### src/rtl/otss_pkg.sv
// shared constants, event codes and pulse width conversion for the servo sweep block
package otss_pkg;

    localparam int unsigned FUNC_W  = 2;
    localparam int unsigned TIME_W  = 16;
    localparam int unsigned CFG_W   = 16;
    localparam int unsigned CIDX_W  = 2;
    localparam int unsigned ANGLE_W = 8;
    localparam int unsigned PULSE_W = 11;

    localparam logic [FUNC_W-1:0] FUNC_CAPTURE = 2'd0;
    localparam logic [FUNC_W-1:0] FUNC_OVERCAP = 2'd1;
    localparam logic [FUNC_W-1:0] FUNC_TICK    = 2'd2;

    localparam logic [CIDX_W-1:0] CFG_THRESHOLD = 2'd0;
    localparam logic [CIDX_W-1:0] CFG_DELAY     = 2'd1;
    localparam logic [CIDX_W-1:0] CFG_TOP       = 2'd2;

    localparam logic [CFG_W-1:0] THRESHOLD_RST = 16'd2000;
    localparam logic [CFG_W-1:0] DELAY_RST     = 16'd200;
    localparam logic [CFG_W-1:0] TOP_RST       = 16'hFFFF;

    localparam logic [ANGLE_W-1:0] ANGLE_MAX = 8'd180;
    localparam logic [PULSE_W-1:0] PULSE_MIN = 11'd1000;
    localparam logic [PULSE_W-1:0] PULSE_MAX = 11'd2000;

    // 1000/180 scaled by 2^16, taken slightly high so the floor stays exact over 0..180
    localparam logic [18:0] PULSE_RECIP = 19'd364100;
    localparam int unsigned PULSE_SHIFT = 16;

    function automatic logic [PULSE_W-1:0] pulse_of(input logic [ANGLE_W-1:0] angle);
        logic [ANGLE_W-1:0] a;
        logic [26:0]        prod;
        a    = (angle > ANGLE_MAX) ? ANGLE_MAX : angle;
        prod = 27'(a) * 27'(PULSE_RECIP);
        return PULSE_MIN + PULSE_W'(prod >> PULSE_SHIFT);
    endfunction

endpackage

### src/rtl/occupancy_timed_servo_sweep_core.sv
// seat occupancy timer with delayed servo sweep: top level
//
// Usage
//   in channel  : in_valid/in_ready with func, capture_time and sensor_level.
//                 func selects capture edge, overcapture or servo period tick;
//                 any other code leaves the state alone and still gives a result.
//   out channel : out_valid/out_ready with red_led, blue_led, pulse_width,
//                 sweep_active and occupied; every input transfer yields one result.
//   cfg channel : cfg_valid/cfg_ready with cfg_index and cfg_data; index 0 is the
//                 sit threshold, 1 the flush delay in ticks, 2 the counter top.
//                 cfg_ready is always high; write only while the block is idle.
// Timing
//   one input register and one result register; an item passes through them in
//   that order, and one item can be taken every cycle while out_ready is high.
//   the state update happens in the cycle the item moves from the input
//   register to the result register.
// Reset
//   rst_n clears block state and valid flags, loads register defaults; no clearing pass.
// Stall
//   while out_ready is low the result holds; the input register still takes
//   one more item, then in_ready drops until the result is taken.
module occupancy_timed_servo_sweep_core
    import otss_pkg::*;
(
    input  logic               clk,
    input  logic               rst_n,

    input  logic               in_valid,
    output logic               in_ready,
    input  logic [FUNC_W-1:0]  func,
    input  logic [TIME_W-1:0]  capture_time,
    input  logic               sensor_level,

    output logic               out_valid,
    input  logic               out_ready,
    output logic               red_led,
    output logic               blue_led,
    output logic [PULSE_W-1:0] pulse_width,
    output logic               sweep_active,
    output logic               occupied,

    input  logic               cfg_valid,
    output logic               cfg_ready,
    input  logic [CIDX_W-1:0]  cfg_index,
    input  logic [CFG_W-1:0]   cfg_data
);

    // configuration
    logic [CFG_W-1:0] threshold_reg;
    logic [CFG_W-1:0] delay_cfg_reg;
    logic [CFG_W-1:0] top_reg;

    // input stage
    logic              in_valid_reg;
    logic [FUNC_W-1:0] func_reg;
    logic [TIME_W-1:0] time_reg;
    logic              level_reg;

    // block state
    logic               sitting_reg,     sitting_next;
    logic [TIME_W-1:0]  sit_start_reg,   sit_start_next;
    logic [ANGLE_W-1:0] angle_reg,       angle_next;
    logic               moving_down_reg, moving_down_next;
    logic               sweep_on_reg,    sweep_on_next;
    logic               reached_top_reg, reached_top_next;
    logic [CFG_W-1:0]   delay_left_reg,  delay_left_next;
    logic               red_on_reg,      red_on_next;
    logic               blue_on_reg,     blue_on_next;

    // result stage
    logic               out_valid_reg;
    logic               out_red_reg;
    logic               out_blue_reg;
    logic [ANGLE_W-1:0] out_angle_reg;
    logic               out_sweep_reg;
    logic               out_sitting_reg;

    logic              advance;
    logic [17:0]       wrap_sum;
    logic [16:0]       elapsed;

    assign advance   = in_valid_reg && (!out_valid_reg || out_ready);
    assign in_ready  = !in_valid_reg || advance;
    assign cfg_ready = 1'b1;

    always_ff @(posedge clk or negedge rst_n)
    begin
        if (!rst_n)
        begin
            threshold_reg <= THRESHOLD_RST;
            delay_cfg_reg <= DELAY_RST;
            top_reg       <= TOP_RST;
        end
        else if (cfg_valid)
        begin
            case (cfg_index)
                CFG_THRESHOLD: threshold_reg <= cfg_data;
                CFG_DELAY:     delay_cfg_reg <= cfg_data;
                CFG_TOP:       top_reg       <= cfg_data;
                default:       ;
            endcase
        end
    end

    always_ff @(posedge clk or negedge rst_n)
    begin
        if (!rst_n)
            in_valid_reg <= 1'b0;
        else if (in_ready)
            in_valid_reg <= in_valid;
    end

    always_ff @(posedge clk)
    begin
        if (in_valid && in_ready)
        begin
            func_reg  <= func;
            time_reg  <= capture_time;
            level_reg <= sensor_level;
        end
    end

    // elapsed sit time with wrap correction, saturating at zero
    always_comb
    begin
        wrap_sum = 18'(top_reg) + 18'd1 + 18'(time_reg);
        if (time_reg >= sit_start_reg)
            elapsed = {1'b0, time_reg - sit_start_reg};
        else if (wrap_sum >= 18'(sit_start_reg))
            elapsed = 17'(wrap_sum - 18'(sit_start_reg));
        else
            elapsed = '0;
    end

    always_comb
    begin
        sitting_next     = sitting_reg;
        sit_start_next   = sit_start_reg;
        angle_next       = angle_reg;
        moving_down_next = moving_down_reg;
        sweep_on_next    = sweep_on_reg;
        reached_top_next = reached_top_reg;
        delay_left_next  = delay_left_reg;
        red_on_next      = red_on_reg;
        blue_on_next     = blue_on_reg;

        if (advance)
        begin
            case (func_reg)
                FUNC_CAPTURE:
                begin
                    if (!level_reg)
                    begin
                        if (!sitting_reg)
                        begin
                            sitting_next     = 1'b1;
                            sit_start_next   = time_reg;
                            red_on_next      = 1'b0;
                            blue_on_next     = 1'b0;
                            sweep_on_next    = 1'b0;
                            reached_top_next = 1'b0;
                            delay_left_next  = '0;
                        end
                    end
                    else if (sitting_reg)
                    begin
                        sitting_next = 1'b0;
                        red_on_next  = 1'b1;
                        if (elapsed >= 17'(threshold_reg))
                        begin
                            blue_on_next     = 1'b1;
                            angle_next       = '0;
                            moving_down_next = 1'b0;
                            reached_top_next = 1'b0;
                            sweep_on_next    = 1'b0;
                            delay_left_next  = delay_cfg_reg;
                        end
                        else
                        begin
                            blue_on_next     = 1'b0;
                            sweep_on_next    = 1'b0;
                            reached_top_next = 1'b0;
                            delay_left_next  = '0;
                        end
                    end
                end
                FUNC_OVERCAP:
                begin
                    sitting_next     = 1'b0;
                    blue_on_next     = 1'b0;
                    red_on_next      = 1'b1;
                    sweep_on_next    = 1'b0;
                    reached_top_next = 1'b0;
                    delay_left_next  = '0;
                end
                FUNC_TICK:
                begin
                    // countdown to the sweep start
                    if (!sweep_on_reg && delay_left_reg != '0)
                    begin
                        delay_left_next = delay_left_reg - 1'b1;
                        if (delay_left_next == '0)
                        begin
                            angle_next       = '0;
                            moving_down_next = 1'b0;
                            reached_top_next = 1'b0;
                            sweep_on_next    = 1'b1;
                        end
                    end
                    // one degree step
                    if (sweep_on_next)
                    begin
                        if (!moving_down_next)
                        begin
                            if (angle_next + 1'b1 >= ANGLE_MAX)
                            begin
                                angle_next       = ANGLE_MAX;
                                moving_down_next = 1'b1;
                                reached_top_next = 1'b1;
                            end
                            else
                                angle_next = angle_next + 1'b1;
                        end
                        else if (angle_next <= 8'd1)
                        begin
                            angle_next = '0;
                            if (reached_top_next)
                                sweep_on_next = 1'b0;
                            else
                                moving_down_next = 1'b0;
                        end
                        else
                            angle_next = angle_next - 1'b1;
                    end
                end
                default: ;
            endcase
        end
    end

    always_ff @(posedge clk or negedge rst_n)
    begin
        if (!rst_n)
        begin
            sitting_reg     <= 1'b0;
            sit_start_reg   <= '0;
            angle_reg       <= '0;
            moving_down_reg <= 1'b0;
            sweep_on_reg    <= 1'b0;
            reached_top_reg <= 1'b0;
            delay_left_reg  <= '0;
            red_on_reg      <= 1'b0;
            blue_on_reg     <= 1'b0;
        end
        else
        begin
            sitting_reg     <= sitting_next;
            sit_start_reg   <= sit_start_next;
            angle_reg       <= angle_next;
            moving_down_reg <= moving_down_next;
            sweep_on_reg    <= sweep_on_next;
            reached_top_reg <= reached_top_next;
            delay_left_reg  <= delay_left_next;
            red_on_reg      <= red_on_next;
            blue_on_reg     <= blue_on_next;
        end
    end

    always_ff @(posedge clk or negedge rst_n)
    begin
        if (!rst_n)
            out_valid_reg <= 1'b0;
        else if (advance)
            out_valid_reg <= 1'b1;
        else if (out_ready)
            out_valid_reg <= 1'b0;
    end

    always_ff @(posedge clk)
    begin
        if (advance)
        begin
            out_red_reg     <= red_on_next;
            out_blue_reg    <= blue_on_next;
            out_angle_reg   <= angle_next;
            out_sweep_reg   <= sweep_on_next;
            out_sitting_reg <= sitting_next;
        end
    end

    assign out_valid    = out_valid_reg;
    assign red_led      = out_red_reg;
    assign blue_led     = out_blue_reg;
    assign pulse_width  = pulse_of(out_angle_reg);
    assign sweep_active = out_sweep_reg;
    assign occupied     = out_sitting_reg;

endmodule

### config.mk
export PLATFORM = sky130hd
export DESIGN_NAME = occupancy_timed_servo_sweep_core
export DESIGN_NICKNAME = d
export VERILOG_FILES = /design/src/rtl/otss_pkg.sv /design/src/rtl/occupancy_timed_servo_sweep_core.sv
export SDC_FILE = /design/constraint.sdc
export NUM_CORES = 1
export LEC_CHECK = 0
export ABC_AREA = 1
export BUFFER_PORTS_ARGS = -buffer_cell sky130_fd_sc_hd__clkbuf_2
export CAP_MARGIN = 5
export CORE_ASPECT_RATIO = 0.7
export CORE_MARGIN = 5
export CORE_UTILIZATION = 45
export CTS_CLUSTER_SIZE = 28
export DETAILED_ROUTE_END_ITERATION = 12
export GPL_TIMING_DRIVEN = 0
export HOLD_SLACK_MARGIN = 0.12
export SLEW_MARGIN = 20
export SYNTH_ARGS = -nofsm -noshare
export SYNTH_HDL_FRONTEND = slang
export SYNTH_SLANG_ARGS = --single-unit
### constraint.sdc
create_clock -name clk -period 5.2 [get_ports clk]
set_clock_uncertainty 0.05 [all_clocks]
set_input_delay 0.78 -clock clk [delete_from_list [all_inputs] [get_ports clk]]
set_output_delay 0.78 -clock clk [all_outputs]
set_load 0.005 [all_outputs]
==> metrics.md <==
| Metric | Value |
|---|---|
| Crit Path Max Fanout | 4 |
| Failing checks | setup timing |
| Inst Count DP | 1824 |
| CTS tree | yes |
| Total Routed Length | a little over 30000 um |
| Post-CTS Hold Fix Bufs | 0 |
| Vias in the first global route | 9581 |
| Total chip power | 8968 uW |
| Detailed Place HPWL | roughly 23000 um |
| Syn avg cell area | 7.611 um^2 |
| Vias | 9984 |
| Vias/cell | roughly 5.2 |
| Clk_lat worst skew | 0.43 ns |
| N_diodes | 0 |
| Status | finished, violations left |
| Antenna viol nets, final | 0 |
| Grt met2 use | 32.74% |
| Power density cells | 652.3 mW/mm^2 |
| Area of the core | 0.02388 mm^2 |
| CP Data Arrival Time | 5.23 ns |
| DRC Markers | 0 |
| Initial antenna violation count | 0 |
| CP Launch Type | flip-flop |
| Area Overhead vs Synth | 24.82% |
| Drt wl/cell | 15.91 um |
| Number of synthesized flops with an enable pin | 31 |
| Global routing usage on met3 | under 10% |
| Router iterations before antenna repair | 5 |
| Syn Inst Count | 1447 |
| Synth area leaders | dfrtp_1, ha_1, nand2_1, edfxtp_1, inv_1 |
| Number of distinct library cells after synthesis | 59 |
| Post-synthesis sequential area ratio | ~31% |
| GP Congestion | 0.8922 |
| TritonCTS Buffers | 17 |
| Crit share post-route | 116.5% |
| Largest net degree at the start of global routing | 85 |
| Number of max-cap violations | 0 |
| First-pass GRT wire length | 49200 um |
| Yosys top cell area share | around 16% |
| Die area | approximately 0.028 mm^2 |
| Crit path capture type | output port |
| Die W | 197.0 um |
| Worst-Margin Slew | around 0.94 ns |
| Slew margin rel. | a little under two fifths |
| LEAKAGE | 0.006778 uW |
| Max Freq | 165.1 MHz |
| Crit path kind | flip-flop to output port |
| Synth warnings | 0 |
| Clk sink count | 127 |
| Row cnt | 47 |
| IO Port Bufs | 58 |
| Cell taking the most area after synthesis | dfrtp_1 |
| RSZ-0062 raised after global routing | true |
| Layout Cells excl Fill | 1907 |
| #FFs+latches synth | 127 |
| Commonest non-fill, non-tap cell in the layout | nand2_1 |
| Post-layout nets | roughly 1800 |
| Setup ws final | -0.8557 ns |
| Post-synthesis async set-or-reset flop share | between 70% and 80% |
| Peak supply drop | 0.6676 mV |
| Minimum clock period after layout | 6.056 ns |
| Worst hold margin | roughly 0.14 ns |
| Endpoints failing hold | 0 |
| Commonest non-fill, non-tap cells in the layout | nand2_1, inv_1, ha_1 |
| Clock tree buffer depth | 2 |
| Met1 Use GR | 32.69% |
| # H-tree levels | 4 |
| Layout cells sized above 1 | 23.91% |
| Initial Util | 46.13% |
| Worst path required time | around 4.4 ns |
| Overflow left after global routing | 0 |
| I/O pins | 60 |
| DRT iter0 DRCs | 694 |
| Post-Syn Nets | 1639 |
| Worst-path clk slew | 0.07 ns |
| Ys flop type | dfrtp_1 |
| Clk root buf | clkbuf_16 |
| GR peak layer | met2 |
| Post-synthesis instance area | between 0.01 and 0.015 mm^2 |
| Die H | 140.9 um |
| Final Core Density | 57.58% |
| Fin. max-slew vios | 0 |
| GR Util All Layers | between 20% and 30% |
| Final setup vio count | 45 |
| Hold Path Class | input port to async pin |
[logic make-up (layout without fill, tap and decap cells)]
kind of cell	after synthesis	in the layout	share of synthesized area [%]
AOI/OAI and AO/OA	290	290	14.75
xor gates and xnor gates	54	54	4.431
adders and majority gates	150	150	18.54
buffers and inverters	275	415	9.577
DFF	127	127	30.55
other	2	2	0.06819
and+or+nand+nor	549	551	22.09
[worst paths after layout]
| kind | to | depth (start not counted) | slack (ns) | from |
|---|---|---|---|---|
| max reg2reg | out_angle_reg[7] | 34 | -0.65 | time_reg[2] |
| min | sit_start_reg[14] | 1 | 0.14 | rst_n |
| max in group asynchronous | delay_cfg_reg[6] | 2 | 4.25 | rst_n |
| min reg2reg | threshold_reg[1] | 2 | 0.44 | threshold_reg[1] |
| min in group clk | threshold_reg[1] | 2 | 0.44 | threshold_reg[1] |
| max | pulse_width[10] | 24 | -0.86 | out_angle_reg[6] |
[critical path, stage by stage, from the launching register on]
cell	delay (ns)
edfxtp_1	0.42
nor3_2	0.22
nand4_1	0.14
nand2_2	0.15
inv_4	0.06
or2_4	0.27
ha_4	0.17
inv_2	0.04
fa_1	0.41
fa_1	0.50
inv_1	0.06
fa_1	0.53
ha_4	0.33
nand2_4	0.07
nor2_4	0.11
nand4_1	0.10
o21ai_2	0.23
nand2_1	0.10
nand2_2	0.14
nand2_2	0.08
buf_4	0.13
o21ai_1	0.24
nand3_1	0.12
nand2_1	0.07
clkbuf_2	0.10
[synthesized netlist by cell type, drive strengths merged (13+ instances only)]
cell type / instances
nand4: 17
ha: 128
xor2: 35
a22oi: 15
nand2: 318
o21ai: 111
xnor2: 19
nor2: 116
a21oi: 114
o22ai: 13
nand3: 77
clkbuf: 25
inv: 245
dfrtp: 71
nor3: 13
dfstp: 25
edfxtp: 31
fa: 22
[report_power, final]
group,total [uW],internal [uW],switching (uW)
clock,1200,704,492
combinational,6350,2700,3660
sequential,1420,1260,159
total,8970,4660,4310
[area by class of cell]
type | count | area, um^2
Timing Repair Buffer | 108 | 730.7
Tap cell | 318 | 397.9
Clock buffer | 21 | 471.7
Clock inverter | 11 | 105.1
Buffer | 29 | 160.2
Sequential cell | 127 | 3364
Fill cell | 2184 | 10130
Multi-Input combinational cell | 1047 | 7584
Inverter | 246 | 933.4
[repair_timing]
item / 4_1_cts / 5_1_grt
buffers inserted: 39 / 15
gates resized for setup: 113 / 91
pin swaps: 71 / 75
endpoints found under the setup margin: 46 / 46
gates cloned: 4 / 0
[per-stage QoR]
stage | worst slack [ns] | TNS, ns | area [um^2]
2_1_floorplan | -0.03008 | -0.03536 | 11140
3_3_place_gp | -0.8895 | -28.99 | 11820
3_5_place_dp | -0.9619 | -31.97 | 11860
4_1_cts | -0.7162 | -18.34 | 13290
5_1_grt | -1.092 | -39.33 | 13750
6_report | -0.8557 | -25.08 | 13750
[metal layers]
metal  part of all wire (%)  wire (um)  vias up
li1                       -          -     5020
met1                     50      15030     4681
met2                     44      13280      250
met3                    4.8       1455       33
met4                    1.9        579        0
met5                      0          0        -
Note: power is estimated with default switching activity, not from simulation.
